**src/rtl/tccw_pkg.sv**
```systemverilog
`default_nettype none
package tccw_pkg;

	localparam int ROWS_DEF = 25;
	localparam int COLS_DEF = 80;

	localparam logic [7:0] BLANK_CHAR = 8'h20;
	localparam logic [7:0] BS_CHAR    = 8'h08;
	localparam logic [7:0] NL_CHAR    = 8'h0A;
	localparam logic [7:0] ATTR_RESET = 8'h0F;

	localparam int REQ_W  = 3;
	localparam int LOC_W  = 12;
	localparam int CURP_W = 11;
	localparam int CELL_W = 16;

	localparam logic [REQ_W-1:0] REQ_PUT    = 3'd0;
	localparam logic [REQ_W-1:0] REQ_WRITE  = 3'd1;
	localparam logic [REQ_W-1:0] REQ_CLEAR  = 3'd2;
	localparam logic [REQ_W-1:0] REQ_SETCUR = 3'd3;
	localparam logic [REQ_W-1:0] REQ_READ   = 3'd4;

	// packed so that req_type sits in the low bits
	typedef struct packed {
		logic [LOC_W-1:0] cursor_location;
		logic [6:0]       column_index;
		logic [5:0]       row_index;
		logic [7:0]       cell_color;
		logic [7:0]       char_code;
		logic [REQ_W-1:0] req_type;
	} tccw_req_t;

	typedef struct packed {
		logic              cell_in_range;
		logic [CELL_W-1:0] read_cell;
		logic [CURP_W-1:0] cursor_position;
	} tccw_res_t;

	localparam int REQ_BITS = $bits(tccw_req_t);
	localparam int RES_BITS = $bits(tccw_res_t);

endpackage
`default_nettype wire

```
**src/rtl/tccw_ctrl.sv**
```systemverilog
`default_nettype none
module tccw_ctrl
	import tccw_pkg::*;
#(
	parameter int ROWS = ROWS_DEF,
	parameter int COLS = COLS_DEF,
	localparam int CELLS = ROWS * COLS,
	localparam int AW = $clog2(CELLS)
) (
	input  wire logic              clk,
	input  wire logic              arst_n,
	input  wire logic              req_valid,
	output logic                   req_ready,
	input  wire tccw_req_t         req,
	input  wire logic [7:0]        attr,
	output logic                   res_valid,
	input  wire logic              res_ready,
	output tccw_res_t              res,
	output logic                   ram_we,
	output logic [AW-1:0]          ram_waddr,
	output logic [CELL_W-1:0]      ram_wdata,
	output logic                   ram_re,
	output logic [AW-1:0]          ram_raddr,
	input  wire logic [CELL_W-1:0] ram_rdata
);

	localparam int CW  = $clog2(CELLS + 1);
	localparam int CLW = $clog2(COLS);
	localparam int LW  = (CW > LOC_W) ? CW : LOC_W;

	localparam logic [2:0] ST_IDLE   = 3'd0;
	localparam logic [2:0] ST_RESP   = 3'd1;
	localparam logic [2:0] ST_SCROLL = 3'd2;
	localparam logic [2:0] ST_SFIN   = 3'd3;
	localparam logic [2:0] ST_PUTC   = 3'd4;
	localparam logic [2:0] ST_CLEAR  = 3'd5;
	localparam logic [2:0] ST_DIV    = 3'd6;

	logic [2:0]     state_q, state_d;
	logic [CW-1:0]  cursor_q, cursor_d;
	logic [CLW-1:0] col_q, col_d;
	logic [AW-1:0]  cnt_q, cnt_d;
	logic [7:0]     char_q, char_d;
	logic [CW-1:0]  rem_q, rem_d;
	logic           hit_q, hit_d;
	logic           rdsel_q, rdsel_d;

	// scroll write stage
	logic           v_s1, v_d;
	logic           blank_s1, blank_d;
	logic [AW-1:0]  addr_s1;

	logic [CELL_W-1:0] blank_cell;
	logic              in_range;
	logic [AW-1:0]     cell_addr;
	logic [LW-1:0]     loc_ext;
	logic [CW-1:0]     loc_sat;

	logic [7:0]        put_ch;
	logic              put_we;
	logic [AW-1:0]     put_addr;
	logic [CELL_W-1:0] put_data;
	logic [CW-1:0]     put_cursor;
	logic [CLW-1:0]    put_col;
	logic [CLW-1:0]    col_inc, col_dec;

	assign blank_cell = {attr, BLANK_CHAR};
	assign in_range   = ({1'b0, req.row_index} < 7'(ROWS)) &&
		({1'b0, req.column_index} < 8'(COLS));
	assign cell_addr  = AW'(32'(req.row_index) * COLS + 32'(req.column_index));
	assign loc_ext    = LW'(req.cursor_location);
	assign loc_sat    = (loc_ext > LW'(CELLS)) ? CW'(CELLS) : CW'(loc_ext);

	assign col_inc = (col_q == CLW'(COLS - 1)) ? '0 : col_q + 1'b1;
	assign col_dec = (col_q == '0) ? CLW'(COLS - 1) : col_q - 1'b1;
	assign put_ch  = (state_q == ST_IDLE) ? req.char_code : char_q;

	always_comb begin
		put_we     = 1'b0;
		put_addr   = cursor_q[AW-1:0];
		put_data   = {attr, put_ch};
		put_cursor = cursor_q;
		put_col    = col_q;
		priority if (put_ch == BS_CHAR) begin
			if (cursor_q != '0) begin
				put_we     = 1'b1;
				put_addr   = AW'(cursor_q - 1'b1);
				put_data   = blank_cell;
				put_cursor = cursor_q - 1'b1;
				put_col    = col_dec;
			end
		end else if (put_ch == NL_CHAR) begin
			put_cursor = cursor_q + CW'(COLS) - CW'(col_q);
			put_col    = '0;
		end else begin
			put_we     = 1'b1;
			put_cursor = cursor_q + 1'b1;
			put_col    = col_inc;
		end
	end

	always_comb begin
		state_d   = state_q;
		cursor_d  = cursor_q;
		col_d     = col_q;
		cnt_d     = cnt_q;
		char_d    = char_q;
		rem_d     = rem_q;
		hit_d     = hit_q;
		rdsel_d   = rdsel_q;
		v_d       = 1'b0;
		blank_d   = 1'b0;
		req_ready = (state_q == ST_IDLE);
		res_valid = 1'b0;
		ram_we    = 1'b0;
		ram_waddr = put_addr;
		ram_wdata = put_data;
		ram_re    = 1'b0;
		ram_raddr = cell_addr;
		if (v_s1) begin
			ram_we    = 1'b1;
			ram_waddr = addr_s1;
			ram_wdata = blank_s1 ? blank_cell : ram_rdata;
		end
		unique case (state_q)
			ST_IDLE: begin
				if (req_valid) begin
					hit_d   = 1'b0;
					rdsel_d = 1'b0;
					char_d  = req.char_code;
					state_d = ST_RESP;
					unique case (req.req_type)
						REQ_PUT: begin
							if (cursor_q >= CW'(CELLS)) begin
								cnt_d   = '0;
								state_d = ST_SCROLL;
							end else begin
								ram_we   = put_we;
								cursor_d = put_cursor;
								col_d    = put_col;
							end
						end
						REQ_WRITE: begin
							if (in_range) begin
								ram_we    = 1'b1;
								ram_waddr = cell_addr;
								ram_wdata = {req.cell_color, req.char_code};
								hit_d     = 1'b1;
							end
						end
						REQ_CLEAR: begin
							cnt_d   = '0;
							state_d = ST_CLEAR;
						end
						REQ_SETCUR: begin
							cursor_d = loc_sat;
							rem_d    = loc_sat;
							state_d  = ST_DIV;
						end
						REQ_READ: begin
							if (in_range) begin
								ram_re  = 1'b1;
								hit_d   = 1'b1;
								rdsel_d = 1'b1;
							end
						end
						default: begin
						end
					endcase
				end
			end
			ST_SCROLL: begin
				v_d     = 1'b1;
				blank_d = (cnt_q >= AW'(CELLS - COLS));
				if (!blank_d) begin
					ram_re    = 1'b1;
					ram_raddr = AW'(32'(cnt_q) + COLS);
				end
				if (cnt_q == AW'(CELLS - 1)) begin
					state_d = ST_SFIN;
				end else begin
					cnt_d = cnt_q + 1'b1;
				end
			end
			ST_SFIN: begin
				cursor_d = CW'(CELLS - COLS);
				col_d    = '0;
				state_d  = ST_PUTC;
			end
			ST_PUTC: begin
				ram_we   = put_we;
				cursor_d = put_cursor;
				col_d    = put_col;
				state_d  = ST_RESP;
			end
			ST_CLEAR: begin
				ram_we    = 1'b1;
				ram_waddr = cnt_q;
				ram_wdata = blank_cell;
				cursor_d  = '0;
				col_d     = '0;
				if (cnt_q == AW'(CELLS - 1)) begin
					state_d = ST_RESP;
				end else begin
					cnt_d = cnt_q + 1'b1;
				end
			end
			ST_DIV: begin
				if (rem_q >= CW'(COLS)) begin
					rem_d = rem_q - CW'(COLS);
				end else begin
					col_d   = CLW'(rem_q);
					state_d = ST_RESP;
				end
			end
			ST_RESP: begin
				res_valid = 1'b1;
				if (res_ready) begin
					state_d = ST_IDLE;
				end
			end
			default: begin
				state_d = ST_IDLE;
			end
		endcase
	end

	always_ff @(posedge clk or negedge arst_n) begin
		if (!arst_n) begin
			state_q  <= ST_IDLE;
			cursor_q <= '0;
			col_q    <= '0;
			cnt_q    <= '0;
			hit_q    <= 1'b0;
			rdsel_q  <= 1'b0;
			v_s1     <= 1'b0;
		end else begin
			state_q  <= state_d;
			cursor_q <= cursor_d;
			col_q    <= col_d;
			cnt_q    <= cnt_d;
			hit_q    <= hit_d;
			rdsel_q  <= rdsel_d;
			v_s1     <= v_d;
		end
	end

	always_ff @(posedge clk) begin
		char_q   <= char_d;
		rem_q    <= rem_d;
		blank_s1 <= blank_d;
		addr_s1  <= cnt_q;
	end

	assign res.cursor_position = CURP_W'(cursor_q);
	assign res.read_cell       = rdsel_q ? ram_rdata : '0;
	assign res.cell_in_range   = hit_q;

	a_cursor_bound: assert property (@(posedge clk) disable iff (!arst_n)
		cursor_q <= CW'(CELLS))
		else $error("cursor beyond screen");

	a_col_bound: assert property (@(posedge clk) disable iff (!arst_n)
		state_q == ST_IDLE |-> {1'b0, col_q} < (CLW + 1)'(COLS))
		else $error("column tracker out of range");

	a_waddr_bound: assert property (@(posedge clk) disable iff (!arst_n)
		ram_we |-> {1'b0, ram_waddr} < (AW + 1)'(CELLS))
		else $error("cell write out of range");

	a_rw_apart: assert property (@(posedge clk) disable iff (!arst_n)
		ram_we && ram_re |-> ram_waddr != ram_raddr)
		else $error("read and write to one cell in one cycle");

	a_scroll_tail: assert property (@(posedge clk) disable iff (!arst_n)
		state_q == ST_SCROLL && cnt_q == AW'(CELLS - 1)
		|=> v_s1 && blank_s1 && addr_s1 == AW'(CELLS - 1) && state_q == ST_SFIN)
		else $error("scroll did not end on last blank cell");

endmodule
`default_nettype wire

```
**config.mk**
```make
export PLATFORM = sky130hd
export DESIGN_NAME = tccw_ctrl
export DESIGN_NICKNAME = d
export VERILOG_FILES = /design/src/rtl/tccw_pkg.sv /design/src/rtl/tccw_ctrl.sv
export SDC_FILE = /design/constraint.sdc
export NUM_CORES = 1
export LEC_CHECK = 0
export ABC_AREA = 1
export ABC_CLOCK_PERIOD_IN_PS = 5600
export BUFFER_PORTS_ARGS = -buffer_cell sky130_fd_sc_hd__buf_4
export CAP_MARGIN = 15
export CELL_PAD_IN_SITES_DETAIL_PLACEMENT = 0
export CELL_PAD_IN_SITES_GLOBAL_PLACEMENT = 1
export CORE_UTILIZATION = 30
export CTS_CLUSTER_DIAMETER = 60
export CTS_CLUSTER_SIZE = 20
export DETAILED_ROUTE_END_ITERATION = 8
export PLACE_DENSITY = 0.7
export SETUP_SLACK_MARGIN = 0.2
export SLEW_MARGIN = 20
export SYNTH_ARGS = -nofsm -noshare
export SYNTH_HDL_FRONTEND = slang
export SYNTH_SLANG_ARGS = --single-unit
```
**constraint.sdc**
```tcl
create_clock -name clk -period 5.6 [get_ports clk]
set_input_delay 0.28 -clock clk [delete_from_list [all_inputs] [get_ports clk]]
set_output_delay 0.28 -clock clk [all_outputs]
set_load 0.03 [all_outputs]
```
After elaboration in Yosys (flattened, before gate mapping). Index checks and enable logic that the tools add are counted.

Register bits after elaboration: 66. Logic and storage cells: 144. Output and inout bits: 70. Input port bits: 72.

Multiply operators: 1. $lt $le $gt $ge: 6. Multiplexer cells: 70. Add/subtract/negate cells: 10. Eq/ne operators: 28. Reductions and logical operators: 18.

Operators by type and width (number): $mux W11 (19); $pmux W11 S2 (5); $mux W16 (6); $mux W7 (9); $pmux W11 S4 (1); $pmux W16 S2 (1); $pmux W7 S4 (1); $mux W8 (3); $add A11 B1 Y11 const B (2); $add A11 B7 Y11 const B (2); $ge A11 B11 Y1 const B (2); $pmux W3 S7 (1); $eq A8 B4 Y1 const B (2); $ne A2 B2 Y1 const B (8); $mux W3 (5); $reduce_and A5 Y1 (3); $mux W1 (14); $eq A3 B2 Y1 const B (4); $eq A3 B3 Y1 const B (4); $gt A12 B11 Y1 const B (1); $add A11 B7 Y11 (1); $eq A11 B11 Y1 const B (1); $ge A11 B7 Y1 const B (1); $reduce_bool A11 Y1 (1); other kinds (25) (36).

Logic depth before layout (Yosys ltp). Gate-level depths: netlist of run 1.

Depth after elaboration: 9. Mapped depth: 20. Mapped depth without buffers: 19.

Worst setup path after synthesis of run 1. No wires, ideal clock.

Kind: register -> output. Start point: register state_q[0]. End point: output port ram_wdata[3]. Path buffers: 2. Data required time: 5.320 ns. Data arrival time: 2.239 ns. Setup slack: 3.081 ns. Stages on the path, launching flop included: 11. Cells stage by stage: dfrtp_1 -> nor2_4 -> nand2_4 -> buf_8 -> nor2_2 -> nand2_2 -> nand2_1 -> inv_1 -> clkbuf_1 -> nand2_1 -> o21ai_0.

Longest elaborated chain between the ends: 9. Elaborated cells on any way between the ends: 11. Classes of those cells: 2 x eq/ne; 8 x mux; 1 x reduce/logical.

Ends and longest elaborated chain: start: declaration (RTL line tccw_ctrl.sv:39) `logic [2:0] state_q, state_d;`; start signal: assignment (RTL line tccw_ctrl.sv:238) `state_q <= state_d;`; $logic_not A3 Y1 (RTL line tccw_ctrl.sv:76, tccw_ctrl.sv:125); $mux W8 (RTL line tccw_ctrl.sv:76) `assign put_ch = (state_q == ST_IDLE) ? req.char_code : char_q;`; $eq A8 B4 Y1 or $mux W8 (tied branches) (RTL line tccw_ctrl.sv:84, tccw_ctrl.sv:85); $mux W8 (RTL line tccw_ctrl.sv:84) `priority if (put_ch == BS_CHAR) begin`; $mux W16 (RTL line tccw_ctrl.sv:120) `if (v_s1) begin`; $mux W16 (RTL line tccw_ctrl.sv:144) `if (in_range) begin`; $mux W16 (RTL line tccw_ctrl.sv:132) `unique case (req.req_type)`; $mux W16 (RTL line tccw_ctrl.sv:127) `if (req_valid) begin`; $pmux W16 S2 (*) (RTL line tccw_ctrl.sv:125) `unique case (state_q)`; end: declaration (RTL line tccw_ctrl.sv:21) `output logic [CELL_W-1:0] ram_wdata,`.

Mark *: on every way between the ends. The rest lies on a longest branch, timed or not.

Worst setup path after layout of run 1.
Start point: register state_q[0]. End point: output port ram_waddr[2].

Longest elaborated chain between the ends: 9. Elaborated cells on any way between the ends: 10. Classes of those cells: 2 x eq/ne; 7 x mux; 1 x reduce/logical.

Ends and longest elaborated chain: $logic_not A3 Y1 (RTL line tccw_ctrl.sv:76, tccw_ctrl.sv:125); $mux W8 (RTL line tccw_ctrl.sv:76); $eq A8 B4 Y1 (RTL line tccw_ctrl.sv:84); $mux W11 (RTL line tccw_ctrl.sv:84); $mux W11 (RTL line tccw_ctrl.sv:120); $mux W11 (RTL line tccw_ctrl.sv:144); $mux W11 (RTL line tccw_ctrl.sv:132); $mux W11 (RTL line tccw_ctrl.sv:127); $pmux W11 S2 (*) (RTL line tccw_ctrl.sv:125); end: declaration (RTL line tccw_ctrl.sv:20) `output logic [AW-1:0] ram_waddr,`.

Marked as above.

==> results.yml, run 1 <==
outcome:
  status: "complete, no violations"
place:
  place.port_buffers: 141
  routabilityCongestion: 0.8772
  dp.final_hpwl_mm: 18.01
global_route:
  grt_pass1_vias: 6540
  global_route.overflow_total: 0
  wire_length_of_the_first_global_routing_pass_mm: 35.02
  largest_net_degree_at_the_start_of_global_routing: 36
  grt.total_usage_pct: 20.48
  grt_antenna_before_repair: 0
pwr:
  cellPowerDensity_nw_per_um2: 570.9
  vdd_ir_drop_max_mv: 0.2401
  power.leakage_nw: 4.187
  design_power_total_mw: 4.622
drt:
  detailedRoute.firstIterationViolations: 530
  drt-vias-per-instance: 4.928
  routedWlPerCell_microns: 16.16
  routed-via-count: 6869
  detail_route.drc_violations: 0
  count_of_nets_left_with_antenna_violations_after_detail_routing: 0
  route.final.wire_length_mm: 22.53
  pre_antenna_drt_iters: 4
sta:
  max_freq_ghz: 0.2705
  post-route-period-util_pct: 66.01
  timing_hold_violations_final: 0
  skew_ns: 0.008343
  slew_viol_final: 0
  maxSlewHeadroom_pct: 30.97
  setup_viol: 0
  hold_slack_ns: 0.1203
  tightestPinTransition_ns: 1.034
  rsz0062_at_grt: "no"
  min_tclk_post_route_ns: 3.696
  fin_setup_tns_ns: 0
hold_path:
  worst_hold_startpoint: "req[5]"
  holdCritPathClass: "input pin to flop"
  holdPathStages: 1
  whs_endpoint: "char_q[2]$_DFFE_PP_"
yosys:
  async_reset_ff_share_pct: 53.03
  synth.top_cell.area_share_pct: 15.80
  post_synth_num_cell_types: 52
  synthTopCellsByCount: "274 x sky130_fd_sc_hd__nand2_1, 136 x sky130_fd_sc_hd__inv_1, 89 x sky130_fd_sc_hd__nor2_1"
  synth_top_flop_cell: "sky130_fd_sc_hd__dfrtp_1"
  post_synth.cell_area_avg_sq_um: 6.577
  synthTopCellsByArea: "sky130_fd_sc_hd__nand2_1 16%, sky130_fd_sc_hd__dfrtp_1 13%, sky130_fd_sc_hd__edfxtp_1 8.8%"
  postSynthCellCount: 990
  yosys_warnings: 0
  synth_edf_count: 19
  synth_most_common_cell: "sky130_fd_sc_hd__nand2_1"
  synth_seq_cells: 66
  post_synth_instance_area_sq_um: 6511
  seq_area_frac_synth_pct: 25.90
  synthesis.nets: 1109
  synthDominantAreaCellType: "sky130_fd_sc_hd__nand2_1"
clocking:
  post_cts.repair.setup_buffers: 0
  clockRootBuffer: "sky130_fd_sc_hd__clkbuf_16"
  cts_buffers: 9
  path_clk_slew_ns: 0.06
  cts_tree: "yes"
  clock_latency_ns: 0.35
  cts.sink_count: 66
  max-clock-path-buffers: 2
  cts_htree_levels: 3
worst_setup_path:
  worst-setup-path-type: "flop to primary output"
  r2r-end: "cursor_q[10]$_DFFE_PN0P_"
  r2r_cells: 17
  timing.critical_path.cells: "nor2_4 -> nand2_4 -> nor2_2 -> nand2_2 -> nand2_1 -> inv_1 -> o211ai_1 -> nand2_1 -> buf_4"
  critical-path-top-cell-by-count: "sky130_fd_sc_hd__nand2_1"
  required_ns: 5.32
  crit-reg2reg-launch: "cursor_q[4]$_DFFE_PN0P_"
  startpoint_type: "flop"
  critical-path-top-delay-family: "simple AND/OR/NAND/NOR gates"
  worstSetupPathDepth: 9
  crit_fanout: 16
  critPathCaptureType: "primary output"
  critical_path.max_stage_delay_ns: 0.52
  cp.buffers_inverters: 2
  critPathArrivalTime_ns: 3.42
  cp_slowest_cell: "sky130_fd_sc_hd__nor2_2"
  worst-r2r-setup-slack_ns: 2.90
layout:
  finish.utilization_pct: 38.27
  multi_input_area_sq_um: 4131
  flow.area_growth_from_synthesis_pct: 24.35
  final_layout_size_suffix_gt1_share_pct: 16.98
  n_antenna_cell: 0
  total_of_fill_cells_in_the_finished_design: 2259
  ff_latch_area_sq_um: 1687
  final_net_count: 1233
run:
  maxCapViolations: 0
floorplanning:
  initial_utilization_pct: 30.78
  die_w_microns: 149.3
  pin_count: 142
  placement_rows: 53
  core-area_sq_um: 21150
  dieArea_sq_um: 22300
  die_height_microns: 149.3
layout by cell type, fill, tap and decap left out, types with 2 or more instances in the layout:
cell type and count:
sky130_fd_sc_hd__xnor2_1 6, sky130_fd_sc_hd__inv_2 3, sky130_fd_sc_hd__nor3_1 12, sky130_fd_sc_hd__a31oi_1 11, sky130_fd_sc_hd__nor2_4 3, sky130_fd_sc_hd__clkbuf_16 9, sky130_fd_sc_hd__o22ai_1 6, sky130_fd_sc_hd__buf_4 143
sky130_fd_sc_hd__a21oi_1 40, sky130_fd_sc_hd__nand2_2 7, sky130_fd_sc_hd__xor2_1 35, sky130_fd_sc_hd__nand2_4 2, sky130_fd_sc_hd__mux2_2 3, sky130_fd_sc_hd__nand4_1 14, sky130_fd_sc_hd__nor3b_1 2, sky130_fd_sc_hd__o21ai_1 16
sky130_fd_sc_hd__nor2_2 4, sky130_fd_sc_hd__o21a_1 2, sky130_fd_sc_hd__inv_1 136, sky130_fd_sc_hd__edfxtp_1 19, sky130_fd_sc_hd__nand3_1 59, sky130_fd_sc_hd__dfrtp_1 35, sky130_fd_sc_hd__dfxtp_1 12, sky130_fd_sc_hd__o21ai_0 60
sky130_fd_sc_hd__or2_2 4, sky130_fd_sc_hd__nand3b_1 2, sky130_fd_sc_hd__o221ai_1 2, sky130_fd_sc_hd__fa_1 3, sky130_fd_sc_hd__o211ai_1 22, sky130_fd_sc_hd__mux2i_1 5, sky130_fd_sc_hd__ha_1 44, sky130_fd_sc_hd__nor2_1 88
sky130_fd_sc_hd__bufinv_16 2, sky130_fd_sc_hd__o2111ai_1 2, sky130_fd_sc_hd__a22oi_1 13, sky130_fd_sc_hd__nand2_1 274
final cells by class:
type                    instances  area share, %
clock inverters                 6          1.113
inverters                     141          6.568
repair buffers                144          13.38
clock buffers                  10          2.828
multi-input cells             752          51.03
well taps                     275          4.250
flip-flops and latches         66          20.83
worst max path at each step:
stage	from	end	slack (ns)
floorplan	state_q[0]$_DFFE_PN0P_	ram_wdata[3]	3.08
global placement	state_q[0]$_DFFE_PN0P_	ram_waddr[0]	2.40
detailed placement	state_q[0]$_DFFE_PN0P_	ram_waddr[2]	2.25
CTS	state_q[0]$_DFFE_PN0P_	ram_waddr[2]	1.87
global route	state_q[0]$_DFFE_PN0P_	ram_waddr[9]	1.65
finish	state_q[0]$_DFFE_PN0P_	ram_waddr[2]	1.90
sequential cells by signal, summed over array words and instances (netlist names):
register,cells
addr_s1,11
col_q,7
char_q,8
hit_q,1
state_q,3
rem_q,11
rdsel_q,1
cnt_q,11
cursor_q,11
v_s1,1
blank_s1,1
cells by family (layout without fill, tap and decap cells):
family	after synthesis	in the layout	synth area share, %
buffers and inverters	172	301	10.68
AOI/OAI and AO/OA	182	182	16.43
DFF	66	66	25.90
muxes	8	8	1.287
and+or+nand+nor	474	474	30.80
adders and majority gates	47	47	9.377
xor gates and xnor gates	41	41	5.515
per-stage QoR:
stage,cell area [sq um],instances,worst slack (ns)
after floorplan,6511,990,3.081
after global placement,7767,1377,2.398
after detailed placement,7767,1377,2.248
after CTS,8097,1394,1.872
after global routing,8097,1394,1.646
final,8097,1394,1.904
routing by layer:
layer | part of all wire [%] | wire (microns) | global-route usage (%) | vias to the layer above
li1 | - | - | - | 3485
met1 | 46 | 10450 | 26.62 | 3202
met2 | 47 | 10630 | 34.26 | 156
met3 | 4.7 | 1064 | 3.823 | 26
met4 | 1.7 | 392 | 6.020 | 0
met5 | 0 | 0 | 0 | -
what timing repair did:
item / CTS / global route
resized for setup: 0 / 0
hold buffers: 1 / 0
setup endpoints to repair: 0 / 0
endpoints found under the hold margin: 35 / 0
power by group:
part / switching (mW) / leakage (nW) / internal [mW] / total [mW]
Sequential: 0.198 / 0.713 / 0.637 / 0.834
Clock: 0.243 / 0.153 / 0.392 / 0.635
Combinational: 2.07 / 3.32 / 1.08 / 3.15
Total: 2.51 / 4.19 / 2.11 / 4.62
Note: power is estimated with default switching activity, not from simulation.
==> inputs of run 2 (changes only) <==
--- a/config.mk
+++ b/config.mk
@@ -6,7 +6,7 @@
 export NUM_CORES = 1
 export LEC_CHECK = 0
 export ABC_AREA = 1
-export ABC_CLOCK_PERIOD_IN_PS = 5600
+export ABC_CLOCK_PERIOD_IN_PS = 3000
 export BUFFER_PORTS_ARGS = -buffer_cell sky130_fd_sc_hd__buf_4
 export CAP_MARGIN = 15
 export CELL_PAD_IN_SITES_DETAIL_PLACEMENT = 0
@@ -15,7 +15,7 @@
 export CTS_CLUSTER_DIAMETER = 60
 export CTS_CLUSTER_SIZE = 20
 export DETAILED_ROUTE_END_ITERATION = 8
-export PLACE_DENSITY = 0.7
+export PLACE_DENSITY = 0.72
 export SETUP_SLACK_MARGIN = 0.2
 export SLEW_MARGIN = 20
 export SYNTH_ARGS = -nofsm -noshare
==> constraint.sdc (replaced) <==
create_clock -name clk -period 3 [get_ports clk]
set_input_delay 0.15 -clock clk [delete_from_list [all_inputs] [get_ports clk]]
set_output_delay 0.15 -clock clk [all_outputs]
set_load 0.03 [all_outputs]
==> run 2 against run 1 <==
Against the previous run: wire length rose by 4.3%; sequential power is 82% higher; die area did not move.
==> results.yml, run 2 (synthesis results as in run 1) <==
outcome:
  status: "complete, no violations"
sta:
  max_freq_ghz: 0.3671
  tightestPinTransition_ns: 0.5458
  slew_viol_final: 0
  setup_viol: 0
  rsz0062_at_grt: "yes"
  timing_hold_violations_final: 0
  post-route-period-util_pct: 90.79
  skew_ns: 0.005902
  maxSlewHeadroom_pct: 63.61
  fin_setup_tns_ns: 0
  hold_slack_ns: 0.02511
  min_tclk_post_route_ns: 2.724
clocking:
  max-clock-path-buffers: 2
  clockRootBuffer: "sky130_fd_sc_hd__clkbuf_16"
  cts.sink_count: 66
  path_clk_slew_ns: 0.06
  clock_latency_ns: 0.35
  cts_buffers: 9
  cts_htree_levels: 3
  cts_tree: "yes"
drt:
  drt-vias-per-instance: 4.866
  pre_antenna_drt_iters: 5
  routed-via-count: 7065
  count_of_nets_left_with_antenna_violations_after_detail_routing: 0
  routedWlPerCell_microns: 16.19
  detailedRoute.firstIterationViolations: 386
  route.final.wire_length_mm: 23.51
  detail_route.drc_violations: 0
layout:
  ff_latch_area_sq_um: 1694
  finish.utilization_pct: 41.33
  finish.cell_count_without_fillers: 1452
  multi_input_area_sq_um: 4230
  total_of_fill_cells_in_the_finished_design: 2225
  flow.area_growth_from_synthesis_pct: 34.28
  final_layout_size_suffix_gt1_share_pct: 22.09
  most-common-layout-cells: "273 x sky130_fd_sc_hd__nand2_1, 182 x sky130_fd_sc_hd__buf_4, 132 x sky130_fd_sc_hd__inv_1"
  layout_commonest_cell: "sky130_fd_sc_hd__nand2_1"
  final_net_count: 1291
  n_antenna_cell: 0
floorplanning:
  die_height_microns: 149.3
  initial_utilization_pct: 30.78
  placement_rows: 53
  core-area_sq_um: 21150
  pin_count: 142
  dieArea_sq_um: 22300
  die_w_microns: 149.3
place:
  placed_cells: 1399
  dp.final_hpwl_mm: 18.55
  place.port_buffers: 141
  routabilityCongestion: 0.9705
global_route:
  largest_net_degree_at_the_start_of_global_routing: 36
  grt_pass1_vias: 6637
  grt.total_usage_pct: 20.90
  wire_length_of_the_first_global_routing_pass_mm: 35.80
  grt_antenna_before_repair: 0
  global_route.overflow_total: 0
pwr:
  cellPowerDensity_nw_per_um2: 1069
  vdd_ir_drop_max_mv: 0.4319
  power.leakage_nw: 4.477
worst_setup_path:
  critPathCaptureType: "primary output"
  worst-r2r-setup-slack_ns: 0.44
  startpoint_type: "flop"
  worst-setup-path-type: "flop to primary output"
  required_ns: 2.85
  critPathArrivalTime_ns: 2.57
  crit_fanout: 7
hold_path:
  holdCritPathClass: "input pin to flop"
run:
  maxCapViolations: 0
==> run 2: changes by cell type in the layout (fill, tap and decap cells not counted), moves of 2 or more <==
| cell | delta |
|---|---|
| sky130_fd_sc_hd__buf_12 | +2 |
| sky130_fd_sc_hd__buf_4 | +39 |
| sky130_fd_sc_hd__buf_6 | +5 |
| sky130_fd_sc_hd__clkbuf_16 | +2 |
| sky130_fd_sc_hd__clkinvlp_4 | +4 |
| sky130_fd_sc_hd__dfrtp_1 | -6 |
| sky130_fd_sc_hd__dfrtp_2 | +6 |
| sky130_fd_sc_hd__dlygate4sd3_1 | +7 |
| sky130_fd_sc_hd__inv_1 | -4 |
| sky130_fd_sc_hd__inv_4 | +3 |
| sky130_fd_sc_hd__inv_8 | +2 |
| sky130_fd_sc_hd__nand2_8 | +3 |
| sky130_fd_sc_hd__o21ai_0 | -3 |
| sky130_fd_sc_hd__o21ai_2 | +3 |
==> run 2: through the flow <==
stage	instance area (sq um)	total power [mW]	setup WS, ns
6_report	8743	9.345	0.2763
5_1_grt	8743	10.07	0.1404
4_1_cts	8406	9.007	0.2084
3_5_place_dp	7933	7.732	0.1458
3_3_place_gp	7933	7.785	0.09053
2_1_floorplan	6511	5.630	0.4998
==> run 2: critical path, cell delays in order (launching register included) <==
cell,delay [ns]
sky130_fd_sc_hd__dfrtp_2,0.45
sky130_fd_sc_hd__nor2_4,0.14
sky130_fd_sc_hd__buf_12,0.14
sky130_fd_sc_hd__nand2_8,0.06
sky130_fd_sc_hd__buf_4,0.14
sky130_fd_sc_hd__o21ai_4,0.15
sky130_fd_sc_hd__nand2_2,0.08
sky130_fd_sc_hd__nor2_4,0.15
sky130_fd_sc_hd__nand2_8,0.15
sky130_fd_sc_hd__buf_6,0.16
sky130_fd_sc_hd__nor2_4,0.08
sky130_fd_sc_hd__inv_2,0.06
sky130_fd_sc_hd__a31oi_1,0.13
sky130_fd_sc_hd__nand3_1,0.16
sky130_fd_sc_hd__buf_6,0.18
==> run 2: where the power goes <==
group,switching [mW],internal (mW),total (mW)
Sequential,0.328,1.20,1.52
Combinational,4.20,2.44,6.64
Clock,0.438,0.743,1.18
==> run 2: cell type report <==
class                      instances  share of cell area [%]
clock buffer                      11                   3.148
clock inverter                     5                  0.6440
inverter                         141                   6.525
multi-input combinational        754                   48.38
sequential                        66                   19.38
tap                              275                   3.935
timing repair buffer             197                   17.64
timing repair inverter             3                  0.3434
==> run 2: path summary, 6_finish.rpt <==
path / cells past startpoint / end / from
worst max-delay path: 14 / ram_we / state_q[1]$_DFFE_PN0P_
worst min-delay path: 1 / char_q[0]$_DFFE_PP_ / req[3]
worst max register to register: 17 / cursor_q[9]$_DFFE_PN0P_ / cursor_q[1]$_DFFE_PN0P_
worst min register to register: 0 / addr_s1[10]$_DFF_P_ / cnt_q[10]$_DFFE_PN0P_
max in group asynchronous: 2 / cursor_q[8]$_DFFE_PN0P_ / arst_n
min in group asynchronous: 2 / col_q[0]$_DFFE_PN0P_ / arst_n
==> run 2: per-layer routing <==
layer / up-vias / wire length [microns] / part of all wire, % / global-route usage [%]
met5: - / 0 / 0 / 0
li1: 3614 / - / - / -
met2: 185 / 11310 / 48 / 34.93
met3: 36 / 1066 / 4.5 / 2.844
met4: 0 / 461 / 2.0 / 6.684
met1: 3230 / 10680 / 45 / 27.65
==> run 2: timing repair <==
item	CTS	global route
cloned	0	5
hold buffers	8	0
endpoints found under the hold margin	42	0
buffers inserted	5	19
endpoints found under the setup margin	14	15
pin swaps	3	11
resized for setup	7	36
